$ cat config.mk
export PLATFORM = sky130hd
export DESIGN_NAME = second_chance_page_replacer
export DESIGN_NICKNAME = d
export VERILOG_FILES = /design/src/hdl/scr_pkg.sv /design/src/hdl/scr_page_ram.sv /design/src/hdl/second_chance_page_replacer.sv
export SDC_FILE = /design/constraint.sdc
export NUM_CORES = 1
export LEC_CHECK = 0
export BUFFER_PORTS_ARGS = -buffer_cell sky130_fd_sc_hd__buf_2
export CORE_MARGIN = 2
export CORE_UTILIZATION = 60
export CTS_CLUSTER_DIAMETER = 30
export DETAILED_ROUTE_END_ITERATION = 12
export GPL_TIMING_DRIVEN = 0
export PLACE_DENSITY = 0.78
export SLEW_MARGIN = 25
export SYNTH_ARGS = -nofsm -noshare
export SYNTH_HDL_FRONTEND = slang
export SYNTH_SLANG_ARGS = --single-unit
$ cat constraint.sdc
create_clock -name clk -period 3.95 [get_ports clk]
set_input_delay 0.79 -clock clk [delete_from_list [all_inputs] [get_ports clk]]
set_output_delay 0.79 -clock clk [all_outputs]
set_load 0.01 [all_outputs]
$ cat src/hdl/scr_pkg.sv
// Shared types and constants for the second-chance page replacer.
// Used by scr_page_ram and second_chance_page_replacer; no dependencies.
package scr_pkg;

  localparam int FRAMES    = 16;
  localparam int PAGE_BITS = 16;
  localparam int IDX_W     = $clog2(FRAMES);
  localparam int CNT_W     = $clog2(FRAMES + 1);
  localparam int CFG_W     = 5;
  localparam int SLOT_W    = 4;
  localparam int FAULT_W   = 16;
  localparam int EVICT_W   = 16;

  typedef struct packed {
    logic [PAGE_BITS-1:0] page_number;
    logic                 last_reference;
  } in_t;

  typedef struct packed {
    logic               hit;
    logic [SLOT_W-1:0]  frame_slot;
    logic               evicted_valid;
    logic [EVICT_W-1:0] evicted_page;
    logic [FAULT_W-1:0] fault_count;
  } out_t;

  typedef enum logic [4:0] {
    ST_IDLE   = 5'b00001,
    ST_LOOKUP = 5'b00010,
    ST_SWEEP  = 5'b00100,
    ST_PLACE  = 5'b01000,
    ST_DONE   = 5'b10000
  } state_t;

endpackage

$ cat src/hdl/scr_page_ram.sv
// Page store: one page number per frame, one write and one registered read port.
// Depends on scr_pkg.
module scr_page_ram (
  input  logic                           clk,
  input  logic                           wr_en,
  input  logic [scr_pkg::IDX_W-1:0]      wr_addr,
  input  logic [scr_pkg::PAGE_BITS-1:0]  wr_data,
  input  logic [scr_pkg::IDX_W-1:0]      rd_addr,
  output logic [scr_pkg::PAGE_BITS-1:0]  rd_data
);

  logic [scr_pkg::PAGE_BITS-1:0] mem [scr_pkg::FRAMES];

  always_ff @(posedge clk) begin
    if (wr_en) begin
      mem[wr_addr] <= wr_data;
    end
  end

  always_ff @(posedge clk) begin
    rd_data <= mem[rd_addr];
  end

endmodule

$ cat src/hdl/second_chance_page_replacer.sv
// Top level: clock (second-chance) page replacer with a one-frame-per-cycle scan unit.
// Depends on scr_pkg and scr_page_ram.
//
//   channel  | direction | handshake                 | payload
//   in_      | input     | in_valid / in_stall       | scr_pkg::in_t
//   out_     | output    | out_valid / out_stall     | scr_pkg::out_t
//   cfg_     | input     | cfg_wr_en (no wait)       | frames_in_use, 5 bits
//
// One beat at a time. A hit ends the lookup at the matching frame; a miss compares
// all n frames in use, then the hand clears each set reference bit it passes until
// it finds a clear one (n = frames in use). The page store has a single read port,
// shared by the lookup and the hand. in_stall is high while a beat is in work.
// rst_n is synchronous; it empties all frames and sets frames_in_use to 16.
// A result waiting under out_stall holds the block in its final step.
module second_chance_page_replacer (
  input  logic                            clk,
  input  logic                            rst_n,
  input  logic                            in_valid,
  output logic                            in_stall,
  input  scr_pkg::in_t                    in_data,
  output logic                            out_valid,
  input  logic                            out_stall,
  output scr_pkg::out_t                   out_data,
  input  logic                            cfg_wr_en,
  input  logic [scr_pkg::CFG_W-1:0]       cfg_wr_data
);

  localparam int IW = scr_pkg::IDX_W;
  localparam int CW = scr_pkg::CNT_W;
  localparam int NF = scr_pkg::FRAMES;

  scr_pkg::state_t                state_r, state_nxt;
  logic [scr_pkg::CFG_W-1:0]      cfg_frames_r;
  logic [scr_pkg::PAGE_BITS-1:0]  page_r, page_nxt;
  logic                           last_r, last_nxt;
  logic [CW-1:0]                  idx_r, idx_nxt;
  logic                           pend_r, pend_nxt;
  logic [IW-1:0]                  pend_idx_r, pend_idx_nxt;
  logic [NF-1:0]                  valid_r, valid_nxt;
  logic [NF-1:0]                  ref_r, ref_nxt;
  logic [IW-1:0]                  hand_r, hand_nxt;
  logic [scr_pkg::FAULT_W-1:0]    fault_r, fault_nxt;
  scr_pkg::out_t                  res_r, res_nxt;
  logic                           out_valid_r, out_valid_nxt;
  scr_pkg::out_t                  out_data_r, out_data_nxt;

  logic [CW-1:0]                  active_n;
  logic [IW-1:0]                  hand_inc;
  logic [scr_pkg::FAULT_W-1:0]    fault_inc;
  logic                           match;
  logic                           ram_wr_en;
  logic [IW-1:0]                  ram_rd_addr;
  logic [scr_pkg::PAGE_BITS-1:0]  ram_rd_data;

  scr_page_ram u_page_ram (
    .clk     (clk),
    .wr_en   (ram_wr_en),
    .wr_addr (hand_r),
    .wr_data (page_r),
    .rd_addr (ram_rd_addr),
    .rd_data (ram_rd_data)
  );

  always_comb begin
    if (cfg_frames_r == '0) begin
      active_n = CW'(1);
    end else if (32'(cfg_frames_r) > NF) begin
      active_n = CW'(NF);
    end else begin
      active_n = CW'(cfg_frames_r);
    end
  end

  assign hand_inc  = ((CW'(hand_r) + CW'(1)) == active_n) ? '0 : hand_r + IW'(1);
  assign fault_inc = (fault_r == '1) ? fault_r : fault_r + scr_pkg::FAULT_W'(1);
  assign match     = pend_r && valid_r[pend_idx_r] && (ram_rd_data == page_r);
  assign ram_rd_addr = (state_r == scr_pkg::ST_LOOKUP) ? idx_r[IW-1:0] : hand_r;
  assign ram_wr_en   = (state_r == scr_pkg::ST_PLACE);

  always_comb begin
    state_nxt     = state_r;
    page_nxt      = page_r;
    last_nxt      = last_r;
    idx_nxt       = idx_r;
    pend_nxt      = pend_r;
    pend_idx_nxt  = pend_idx_r;
    valid_nxt     = valid_r;
    ref_nxt       = ref_r;
    hand_nxt      = hand_r;
    fault_nxt     = fault_r;
    res_nxt       = res_r;
    out_valid_nxt = out_valid_r && out_stall;
    out_data_nxt  = out_data_r;

    unique case (state_r)
      scr_pkg::ST_IDLE: begin
        if (in_valid) begin
          page_nxt  = in_data.page_number;
          last_nxt  = in_data.last_reference;
          idx_nxt   = '0;
          pend_nxt  = 1'b0;
          state_nxt = scr_pkg::ST_LOOKUP;
        end
      end
      scr_pkg::ST_LOOKUP: begin
        if (idx_r < active_n) begin
          pend_nxt     = 1'b1;
          pend_idx_nxt = idx_r[IW-1:0];
          idx_nxt      = idx_r + CW'(1);
        end else begin
          pend_nxt = 1'b0;
        end
        if (match) begin
          ref_nxt[pend_idx_r]   = 1'b1;
          res_nxt.hit           = 1'b1;
          res_nxt.frame_slot    = scr_pkg::SLOT_W'(pend_idx_r);
          res_nxt.evicted_valid = 1'b0;
          res_nxt.evicted_page  = '0;
          res_nxt.fault_count   = fault_r;
          state_nxt             = scr_pkg::ST_DONE;
        end else if (!pend_r && (idx_r >= active_n)) begin
          hand_nxt  = (CW'(hand_r) >= active_n) ? '0 : hand_r;
          state_nxt = scr_pkg::ST_SWEEP;
        end
      end
      scr_pkg::ST_SWEEP: begin
        if (ref_r[hand_r]) begin
          ref_nxt[hand_r] = 1'b0;
          hand_nxt        = hand_inc;
        end else begin
          state_nxt = scr_pkg::ST_PLACE;
        end
      end
      scr_pkg::ST_PLACE: begin
        valid_nxt[hand_r]     = 1'b1;
        ref_nxt[hand_r]       = 1'b0;
        hand_nxt              = hand_inc;
        fault_nxt             = fault_inc;
        res_nxt.hit           = 1'b0;
        res_nxt.frame_slot    = scr_pkg::SLOT_W'(hand_r);
        res_nxt.evicted_valid = valid_r[hand_r];
        res_nxt.evicted_page  = valid_r[hand_r]
                                ? scr_pkg::EVICT_W'(ram_rd_data) : '0;
        res_nxt.fault_count   = fault_inc;
        state_nxt             = scr_pkg::ST_DONE;
      end
      scr_pkg::ST_DONE: begin
        if (!out_valid_r || !out_stall) begin
          out_valid_nxt = 1'b1;
          out_data_nxt  = res_r;
          if (last_r) begin
            valid_nxt = '0;
            ref_nxt   = '0;
            hand_nxt  = '0;
            fault_nxt = '0;
          end
          state_nxt = scr_pkg::ST_IDLE;
        end
      end
      default: begin
        state_nxt = scr_pkg::ST_IDLE;
      end
    endcase
  end

  always_ff @(posedge clk) begin
    if (!rst_n) begin
      state_r      <= scr_pkg::ST_IDLE;
      cfg_frames_r <= scr_pkg::CFG_W'(16);
      idx_r        <= '0;
      pend_r       <= 1'b0;
      valid_r      <= '0;
      ref_r        <= '0;
      hand_r       <= '0;
      fault_r      <= '0;
      out_valid_r  <= 1'b0;
    end else begin
      state_r      <= state_nxt;
      if (cfg_wr_en) begin
        cfg_frames_r <= cfg_wr_data;
      end
      idx_r        <= idx_nxt;
      pend_r       <= pend_nxt;
      valid_r      <= valid_nxt;
      ref_r        <= ref_nxt;
      hand_r       <= hand_nxt;
      fault_r      <= fault_nxt;
      out_valid_r  <= out_valid_nxt;
    end
  end

  always_ff @(posedge clk) begin
    page_r     <= page_nxt;
    last_r     <= last_nxt;
    pend_idx_r <= pend_idx_nxt;
    res_r      <= res_nxt;
    out_data_r <= out_data_nxt;
  end

  assign in_stall  = (state_r != scr_pkg::ST_IDLE);
  assign out_valid = out_valid_r;
  assign out_data  = out_data_r;

endmodule

== Word-level counts from Yosys, hierarchy flattened ==
Memory sizes are Yosys's and may differ from the RTL's. A register that Yosys moved wholly into a read port is not among the register bits.
Index checks and enable logic that the tools add are counted.

* ROM bits: 0
* Memories: 1
* Bits of input ports: 27
* Logic and storage cells: 132
* Latch bits: 0
* Output and inout bits: 40
* Register bits: 166
* RAM bits: 256

{| class="wikitable"
|+ Memories
! memory !! words !! bits a word !! rd ports !! clocked after Yosys merged registers in !! write ports !! line !! text
|-
| u_page_ram.mem || 16 || 16 || 1 || 1 || 1 || scr_page_ram.sv:12 || <nowiki>logic [scr_pkg::PAGE_BITS-1:0] mem [scr_pkg::FRAMES];</nowiki>
|}

* Shift-type cells: 0
* Bitwise operators: 4
* Add/subtract/negate cells: 4
* Reductions and logical operators: 25
* Muxes and demuxes: 48
* Magnitude comparators: 8
* Div/mod/pow operators: 0
* $mul: 0
* Eq/ne operators: 20

{| class="wikitable"
|+ Operator list
! kind !! count
|-
| $mux W16 || 6
|-
| $pmux W38 S2 || 1
|-
| $pmux W16 S2 || 2
|-
| $pmux W16 S4 || 1
|-
| $mux W5 || 9
|-
| $mux W38 || 1
|-
| $mux W4 || 8
|-
| $or A16 B16 Y16 || 2
|-
| $pmux W5 S5 || 1
|-
| $add A16 B1 Y16 const B || 1
|-
| $and A16 B16 Y16 || 1
|-
| $eq A16 B16 Y1 || 1
|-
| $eq A16 B16 Y1 const B || 1
|-
| $not A16 Y16 || 1
|-
| $pmux W4 S4 || 1
|-
| $ne A2 B2 Y1 const B || 7
|-
| $bmux W1 S4 || 3
|-
| $mux W1 || 11
|-
| $lt A4 B5 Y1 const B || 2
|-
| $pmux W5 S2 || 1
|-
| $reduce_and A2 Y1 || 5
|-
| $demux W1 S4 || 2
|-
| $ge A4 B1 Y1 const B || 2
|-
| $reduce_and A7 Y1 || 1
|-
| 26 further kinds || 38
|}

== Logic depth before layout (Yosys ltp) ==
Gate-level depths: netlist (run 1).

* Depth in word-level cells: 8
* Depth in mapped cells: 10
* Mapped depth without buffers: 10

== By module ==
A second synthesis (run 1) with hierarchy kept.

* Cell total of the unflattened synthesis: 1,092
* Area total of the unflattened synthesis: 17,448.0 um2

{| class="wikitable"
|+ By module, submodules not included
! module !! seq. area each (um2) !! area an instance (um2) !! cells each !! instances
|-
| scr_page_ram || 8,007.7 || 10,042.1 || 432 || 1
|-
| second_chance_page_replacer || 4,294.1 || 7,405.9 || 660 || 1
|}

== Least setup slack after synthesis (run 1) ==
Ideal clock, no wire load.

* Kind: reg-to-reg
* From: reg state_r[0]
* To: mem u_page_ram.mem[15][0] (netlist name), enable pin
* Cell stages (with the launch flop): 9
* Data required time: 3,541 ps
* Setup time: 409 ps
* Clock period less this slack: 3,335 ps
* Slack: 615 ps
* Buffers on the path: 4
* Data arrival time: 2,926 ps
* Cells stage by stage: dfxtp_1 > nor3_1 > and2_1 > clkbuf_1 > inv_1 > clkbuf_1 > clkbuf_1 > buf_1 > nor3_1

* Longest elaborated chain between the ends: 3

{| class="wikitable"
|+ RTL lines
! what !! line !! text
|-
| start: declaration || second_chance_page_replacer.sv:32 || <nowiki>scr_pkg::state_t state_r, state_nxt;</nowiki>
|-
| start signal: assignment || second_chance_page_replacer.sv:168 || <nowiki>state_r <= scr_pkg::ST_IDLE;</nowiki>
|-
| start signal: assignment || second_chance_page_replacer.sv:178 || <nowiki>state_r <= state_nxt;</nowiki>
|-
| $eq A5 B4 Y1 || second_chance_page_replacer.sv:78 || <nowiki>assign ram_wr_en = (state_r == scr_pkg::ST_PLACE);</nowiki>
|-
| $mux W1 || scr_page_ram.sv:15 || <nowiki>if (wr_en) begin</nowiki>
|-
| $mux W1 (not written as such) || scr_page_ram.sv:16 || <nowiki>mem[wr_addr] <= wr_data;</nowiki>
|-
| end: declaration || scr_page_ram.sv:12 ||
|}

Every way passes these cells.

== Worst setup path after layout (run 1) ==
* From: reg state_r[0]
* To: mem u_page_ram.mem[7][14] (netlist name), enable pin

The elaborated chain is that of the path after synthesis.

==> impl_metrics.yaml, run 1 <==
finish:
  layout_common_cells: "edfxtp_1, nand2_1, dfxtp_1, buf_2, clkbuf_16"
  nNetsFinal: 1407
  layout_commonest_cell: "edfxtp_1"
  syn_to_final_growth_pct: 19.7
  layout.cells.non_filler: 1811
  fill_cells: 1786
  drive_above_1_share_pct: 19.8
  fin_util_pct: 73.4
clock_network:
  cts_resized: 0
  cts_tree: "built"
  cts.clk_slew.worst_paths_ns: 0.05
  post_cts_buffers: 0
  cts_buffer_depth: 3
  cts_buffers: 74
  holdBufCountCts: 0
  insertion_delay_ns: 0.60
  cts_max_level: 3
  cts.sinks: 438
  root_buffer: "clkbuf_16"
global_routing:
  grt_pass1_wl_mm: 65.8
  track_usage_pct: 28.3
  antenna_found_initial: 0
  grt_overflow_total: 0
  grt_max_degree: 33
  grt_pass1_vias: 11600
pwr:
  power_leakage_nw: 7.51
  peakVddDrop_mv: 0.468
  power_density_mw_per_mm2: 561
  totalPowerFinal_mw: 11.9
critical_path:
  crit_type: "reg2reg"
  cp_data_required_time_ns: 4.16
  crit_fanout: 16
  cp.arrival_ns: 3.80
  start_kind: "flop"
  end_kind: "flop"
die:
  fp.dieArea_mm2: 0.0309
  initial_core_util_pct: 61.4
  core-area_mm2: 0.0289
  dieWidth_um: 176
  die_h_um: 176
  rows: 62
  ios: 67
timing:
  fin_skew_ns: 0.0276
  finalMaxSlewViolations: 0
  max_slew_margin_pct: 36.7
  tightest_slew_ns: 0.923
  fmax_mhz: 278
  post-route-period-util_pct: 91.1
  fin_crit_ns: 3.60
  grt_setup_unrepaired: "false"
  setup_viol: 0
  hold_viol_final: 0
  tns_ns: 0
detailed_routing:
  wire_per_inst_um: 23.6
  drt.antenna.violating_nets: 0
  wirelength_mm: 42.8
  first_pass_iters: 6
  vias: 11600
  viasPerCell: 6.40
  drt_iter0_drc: 1435
  drc: 0
place:
  hpwl_mm: 26.5
  numPortBuffers: 65
  gp_routability_congestion: 0.913
  dp.cells: 1673
synthesis:
  ys_ff_latch: 438
  synthArstFlopShare_pct: 0
  yosysWarningCount: 0
  synth_edf_count: 353
  syn-mean-instance-area_um2: 14.5
  synthCells: 1217
  synth-main-ff-cell: "edfxtp_1"
  ys_seq_area_share_pct: 69.5
  syn-num-nets: 1259
  netlist_area_mm2: 0.0177
  synthDistinctLibCells: 62
job:
  maxCapViolations: 0
run_status:
  status: "completed"
min_path:
  hold_path.class: "in2reg"
## final cells by class
| class | instances | area (µm²) | area share, % |
|---|---|---|---|
| Clock inverter | 48 | 571 | 2.69 |
| Clock buffer | 89 | 1950 | 9.20 |
| Buffer | 75 | 308 | 1.45 |
| Antenna cell | 1 | 2.50 | 0.0118 |
| Tap cell | 384 | 480 | 2.27 |
| Sequential cell | 438 | 12300 | 58.0 |
| Inverter | 10 | 37.5 | 0.177 |
| Timing Repair Buffer | 72 | 433 | 2.04 |
| Multi-Input combinational cell | 694 | 5110 | 24.1 |
## per-stage QoR
| stage | hold WS (ns) | setup slack [ns] | instance area (µm²) |
|---|---|---|---|
| 2_1_floorplan | 0.400 | 0.615 | 17700 |
| 3_3_place_gp | 0.400 | -0.911 | 18500 |
| 3_5_place_dp | 0.405 | 0.426 | 18700 |
| 4_1_cts | 0.362 | 0.392 | 21200 |
| 5_1_grt | 0.363 | 0.0896 | 21200 |
| 6_report | 0.371 | 0.351 | 21200 |
## final timing paths
check | from | end | slack [ns] | cells past startpoint
worst max-delay path | state_r[0] | u_page_ram.mem[7][14] | 0.35 | 8
worst min-delay path | in_data[9] | page_r[8] | 0.37 | 1
worst max register to register | state_r[0] | u_page_ram.mem[7][14] | 0.35 | 8
worst min register to register | res_r[9] | out_data[9] | 0.41 | 0
## report_power, final
group          total, mW  leakage [nW]  internal, mW  switching, mW
Combinational      0.274          2.40        0.0964          0.178
Sequential          5.25          3.90          5.10          0.147
Clock               6.37          1.22          4.02           2.36
Total               11.9          7.51          9.21           2.68
## routing by layer
layer	vias to the layer above	routed length, µm	GRT usage (%)
met3	132	4490	6.49
met1	5646	16800	39.0
met5	-	0	0
met2	736	20100	44.0
met4	0	1440	12.0
li1	5069	-	-
## critical path: stages (launching register included)
cell and delay [ns]:
dfxtp_1 0.37, nor3_1 0.46, and2_1 0.19, clkbuf_1 0.30, inv_1 0.14, clkbuf_1 0.28
clkbuf_1 0.31, buf_1 0.41, nor2_2 0.75
## synthesized netlist by cell type, types with 3 or more instances
master,count,area (µm²)
xor2_1,14,123
mux2i_1,16,160
dfxtp_1,85,1700
nand2b_1,7,43.8
mux4_2,45,1010
a21o_1,4,30.0
o41ai_1,6,52.6
a32oi_1,5,43.8
nor2_1,59,221
a41oi_1,3,26.3
o21ai_1,8,40.0
a22o_1,16,140
a211oi_1,17,128
ha_1,15,188
o31ai_1,5,37.5
xnor2_1,20,175
and3_1,46,288
o221a_2,3,33.8
and4_1,4,35.0
buf_2,12,60.1
inv_1,10,37.5
nand3b_1,11,82.6
nor3_1,10,50.1
o211ai_1,18,135
edfxtp_1,353,10600
o21ai_0,15,75.1
o41ai_2,10,163
or3_1,4,25.0
a31oi_1,30,188
nand4_1,11,68.8
clkbuf_1,59,221
a21oi_1,38,190
nor4_1,4,25.0
and2_1,6,37.5
nand2_1,147,552
nor2b_1,10,62.6
nand3_1,45,225
a41o_1,16,160
## sequential cells by signal (all words and copies together), names as in the netlist, 4 cells and up
register and count:
cfg_frames_r 5, fault_r 16, hand_r 4, idx_r 5, out_data 38, page_r 16, pend_idx_r 4, ref_r 16
res_r 38, state_r 5, u_page_ram.mem 256, u_page_ram.rd_data 16, valid_r 16
## cell families after synthesis
family                     Yosys count  synth area share (%)
DFF                                438                  69.5
and+or+nand+nor                    374                  10.2
AOI/OAI and AO/OA                  210                  9.04
buffers and inverters               85                  1.95
muxes                               61                  6.63
xor gates and xnor gates            34                  1.68
adders and majority gates           15                  1.06
(Power assumes the default switching activity.)
==> inputs of run 2 (changes only) <==
--- a/config.mk
+++ b/config.mk
@@ -6,12 +6,13 @@
 export NUM_CORES = 1
 export LEC_CHECK = 0
 export BUFFER_PORTS_ARGS = -buffer_cell sky130_fd_sc_hd__buf_2
+export CELL_PAD_IN_SITES_DETAIL_PLACEMENT = 0
+export CELL_PAD_IN_SITES_GLOBAL_PLACEMENT = 1
 export CORE_MARGIN = 2
-export CORE_UTILIZATION = 60
+export CORE_UTILIZATION = 52
 export CTS_CLUSTER_DIAMETER = 30
 export DETAILED_ROUTE_END_ITERATION = 12
-export GPL_TIMING_DRIVEN = 0
-export PLACE_DENSITY = 0.78
+export PLACE_DENSITY = 0.79
 export SLEW_MARGIN = 25
 export SYNTH_ARGS = -nofsm -noshare
 export SYNTH_HDL_FRONTEND = slang
==> impl_metrics.yaml, run 2 (synthesis results as in run 1) <==
clock_network:
  cts.clk_slew.worst_paths_ns: 0.05
  insertion_delay_ns: 0.61
  cts_buffers: 80
  cts_buffer_depth: 3
  post_cts_buffers: 0
  holdBufCountCts: 0
  cts_resized: 0
  cts_max_level: 3
  root_buffer: "clkbuf_16"
  cts.sinks: 438
  cts_tree: "built"
place:
  numPortBuffers: 66
  dpl_worst_slack_ns: 0.660
  gp_routability_congestion: 0.832
  hpwl_mm: 26.8
  placedInstanceArea_mm2: 0.0188
timing:
  fmax_mhz: 299
  post-route-period-util_pct: 84.7
  setup_viol: 0
  tns_ns: 0
  fin_skew_ns: 0.0279
  tightest_slew_ns: 0.960
  grt_setup_unrepaired: "false"
  setup_ws_ns: 0.604
  hold_viol_final: 0
  max_slew_margin_pct: 35.8
  fin_crit_ns: 3.35
  finalMaxSlewViolations: 0
finish:
  layout_commonest_cell: "edfxtp_1"
  nNetsFinal: 1391
  fin_area_mm2: 0.0216
  syn_to_final_growth_pct: 21.9
  drive_above_1_share_pct: 24.2
  layout_common_cells: "edfxtp_1, nand2_1, dfxtp_1, clkbuf_16, buf_2"
  antenna_cells: 0
  largest-register: "u_page_ram.mem"
  largest_reg_flops: 256
  fin_util_pct: 64.4
detailed_routing:
  drc: 0
  vias: 11300
  drt_iter0_drc: 1216
  wire_per_inst_um: 23.4
  drt.antenna.violating_nets: 0
  wirelength_mm: 43.6
  viasPerCell: 6.08
  first_pass_iters: 5
critical_path:
  end_kind: "flop"
  crit_family: "flip-flops"
  cp.buffers_inverters: 0
  start_kind: "flop"
  cp.arrival_ns: 3.82
  crit_chain: "mux2i_1, mux4_2, a32oi_2, nand2b_2, or3_1, o41ai_1"
  max_stage_delay_ns: 0.95
  cp_data_required_time_ns: 4.43
  cp_slowest_cell: "dfxtp_1"
  crit_fanout: 18
  r2r_slack_ns: 0.60
  crit_type: "reg2reg"
pwr:
  totalPowerFinal_mw: 12.4
  power_leakage_nw: 7.80
  peakVddDrop_mv: 0.395
  power_density_mw_per_mm2: 575
job:
  maxCapViolations: 0
global_routing:
  grt_pass1_wl_mm: 66.2
  antenna_found_initial: 1
  grt_pass1_vias: 11100
  grt_overflow_total: 0
  track_usage_pct: 24.8
  grt_max_degree: 49
die:
  rows: 67
  initial_core_util_pct: 52.8
  core-area_mm2: 0.0335
  fp.dieArea_mm2: 0.0355
  dieWidth_um: 189
  die_h_um: 189
  ios: 67
run_status:
  status: "completed"
min_path:
  hold_path.class: "in2reg"
[run 2: cell types whose count changed in the layout (fill, tap and decap cells not counted), sizes merged]
cell	delta
buf	+37
bufinv	+3
clkbuf	-59
clkinv	+15
diode	-1
inv	-6
[run 2: layer usage]
metal	vias up	GRT usage, %	routed length, µm
met5	-	1.65	78
met4	2	8.20	861
met3	77	7.88	4990
met2	563	35.8	19100
met1	5649	35.8	18500
li1	5036	-	-
[run 2: final cells by class]
type	instances	area, µm²
flip-flops and latches	438	12300
fillers	2398	11900
multi-input cells	694	5130
clock buffers	89	2120
repair buffers	125	798
clock inverters	60	638
well taps	448	561
inverters	10	37.5
[run 2: worst reg2reg max path, delay by kind of cell, from the launching register on]
family,cells,cell delay [ns]
multiplexers,2,0.75
AO/OA/AOI/OAI,2,0.71
AND/OR/NAND/NOR,2,0.82
flip-flops,1,0.95
[run 2: final timing paths]
path | start | cells past startpoint | endpoint
setup / recovery | hand_r[1] | 6 | ref_r[2]
hold / removal | in_data[9] | 1 | page_r[8]
setup reg to reg | hand_r[1] | 6 | ref_r[2]
hold reg to reg | res_r[37] | 0 | out_data[37]
[run 2: stage by stage]
stage | cells | hold WS (ns)
after floorplan | 1217 | 0.400
after detailed placement | 1715 | 0.405
after global placement | 1715 | 0.400
after global routing | 1864 | 0.352
final | 1864 | 0.363
after CTS | 1864 | 0.343
[run 2: power by group]
part / total [mW] / internal (mW) / switching [mW]
combinational: 0.384 / 0.119 / 0.265
clock: 6.86 / 4.49 / 2.37
sequential: 5.18 / 5.10 / 0.0779
total: 12.4 / 9.70 / 2.72
==> inputs of run 3 (changes only) <==
--- a/config.mk
+++ b/config.mk
@@ -9,10 +9,10 @@
 export CELL_PAD_IN_SITES_DETAIL_PLACEMENT = 0
 export CELL_PAD_IN_SITES_GLOBAL_PLACEMENT = 1
 export CORE_MARGIN = 2
-export CORE_UTILIZATION = 52
+export CORE_UTILIZATION = 47
 export CTS_CLUSTER_DIAMETER = 30
 export DETAILED_ROUTE_END_ITERATION = 12
-export PLACE_DENSITY = 0.79
+export PLACE_DENSITY = 0.76
 export SLEW_MARGIN = 25
 export SYNTH_ARGS = -nofsm -noshare
 export SYNTH_HDL_FRONTEND = slang
==> constraint.sdc (replaced) <==
create_clock -name clk -period 2.85 [get_ports clk]
set_input_delay 0.57 -clock clk [delete_from_list [all_inputs] [get_ports clk]]
set_output_delay 0.57 -clock clk [all_outputs]
set_load 0.01 [all_outputs]
==> impl_metrics.yaml, run 3 (synthesis results as in run 1) <==
finish:
  largest_reg_flops: 256
  fin_util_pct: 59.8
  syn_to_final_growth_pct: 26.3
  layout_common_cells: "edfxtp_1, nand2_1, clkbuf_16, dfxtp_1, buf_4"
  layout_commonest_cell: "edfxtp_1"
  nNetsFinal: 1425
  largest-register: "u_page_ram.mem"
  antenna_cells: 0
  drive_above_1_share_pct: 26.3
pwr:
  switching_share_pct: 21.0
  combinationalPowerShare_pct: 3.1
  internal-power_mw: 14.8
  pwr-share-seq_pct: 38.3
  power_density_mw_per_mm2: 836
  power_leakage_nw: 8.12
  p_sw_mw: 3.93
  p_clk_share_pct: 58.7
  peakVddDrop_mv: 0.459
run_status:
  status: "completed"
critical_path:
  crit_type: "reg2reg"
  crit_family: "compound AO/OA/AOI/OAI gates"
  r2r_slack_ns: 0.20
  reg2reg_from: "state_r[2]"
  max_stage_delay_ns: 0.55
  rr_endpoint: "u_page_ram.rd_data[4]"
  start_kind: "flop"
  cp.buffers_inverters: 1
  end_kind: "flop"
  cp_data_required_time_ns: 3.34
  rr_worst_depth: 7
  cp.arrival_ns: 3.14
  crit_fanout: 47
  crit_chain: "or3_1, o21ai_1, and2_4, buf_12, mux4_2, a22o_1, a41o_1"
  cp_slowest_cell: "mux4_2"
global_routing:
  grt_overflow_total: 0
  grt_max_degree: 60
  antenna_found_initial: 1
  grt_pass1_wl_mm: 66.1
  grt_pass1_vias: 11200
  track_usage_pct: 22.5
min_path:
  hold_path.class: "in2reg"
  hold_path_depth: 1
  worstHoldEndpoint: "page_r[15]"
  worstHoldStart: "in_data[16]"
timing:
  hold_viol_final: 0
  finalMaxSlewViolations: 0
  fin_skew_ns: 0.0190
  setup_viol: 0
  tns_ns: 0
  grt_setup_unrepaired: "false"
  fin_crit_ns: 2.65
  fmax_mhz: 377
  hold_ws_ns: 0.143
  max_slew_margin_pct: 50.5
  tightest_slew_ns: 0.741
  setup_ws_ns: 0.195
  post-route-period-util_pct: 93.1
detailed_routing:
  drt.antenna.violating_nets: 0
  drc: 0
  first_pass_iters: 5
  highest-signal-layer: "met4"
  met1_length_mm: 19.0
  drt_iter0_drc: 950
  vias: 11300
  route.met3.wl_mm: 3.23
  viasPerCell: 5.74
  dr_wl_met2_mm: 19.6
  wire_per_inst_um: 21.7
  wirelength_mm: 42.8
place:
  numPortBuffers: 66
  hpwl_mm: 26.2
  dpl_worst_slack_ns: -0.0708
  gp_routability_congestion: 0.854
clock_network:
  cts.sinks: 438
  root_buffer: "clkbuf_16"
  insertion_delay_ns: 0.60
  cts_buffer_depth: 3
  post_cts_buffers: 0
  holdBufCountCts: 0
  cts_tree: "built"
  cts.clk_slew.worst_paths_ns: 0.05
  cts_buffers: 88
  cts_resized: 1
  cts_max_level: 3
die:
  dieWidth_um: 198
  initial_core_util_pct: 47.3
  ios: 67
  core-area_mm2: 0.0374
  rows: 71
  fp.dieArea_mm2: 0.0392
  die_h_um: 198
job:
  maxCapViolations: 0
[run 3: worst reg2reg max path, stage by stage, from the launching register on]
cell and delay, ns:
dfxtp_1 0.37, or3_1 0.44, o21ai_1 0.23, and2_4 0.22, buf_12 0.28, mux4_2 0.57, a22o_1 0.26, a41o_1 0.20
[run 3: cell type report]
class	count	area, µm²
Timing Repair Buffer	151	1060
Fill cell	2816	15000
Sequential cell	438	12300
Inverter	10	37.5
Tap cell	511	639
Multi-Input combinational cell	694	5110
Clock buffer	100	2350
Clock inverter	65	867
[run 3: stage by stage]
stage	area (µm²)	std cells	power [mW]
finish	22400	1969	18.7
global route	22400	1969	19.2
CTS	22400	1969	18.8
detailed placement	19100	1804	7.84
global placement	19100	1804	7.82
floorplan	17700	1217	7.54
[run 3: routing by layer]
layer / global-route usage, % / up-vias
met5: 0 / -
met4: 8.21 / 0
met3: 4.80 / 68
met2: 33.6 / 432
met1: 32.6 / 5692
li1: - / 5117
[run 3: worst max path at each step]
stage | startpoint | endpoint | slack (ns) | cells past startpoint
after floorplan | state_r[0] | u_page_ram.mem[12][0] | -0.02 | 8
after global placement | pend_idx_r[0] | state_r[2] | -0.02 | 5
after CTS | state_r[2] | u_page_ram.rd_data[0] | 0.19 | 7
after detailed placement | pend_idx_r[0] | state_r[2] | -0.07 | 5
after global routing | hand_r[0] | ref_r[5] | 0.03 | 6
final | state_r[2] | u_page_ram.rd_data[4] | 0.20 | 7
[run 3: power by group through the flow]
stage | registers [mW] | clock network, mW | logic (mW)
floorplan | 7.29 | 0 | 0.250
global placement | 7.27 | 0 | 0.543
detailed placement | 7.27 | 0 | 0.563
CTS | 7.15 | 11.1 | 0.572
global route | 7.16 | 11.4 | 0.621
finish | 7.16 | 11.0 | 0.573
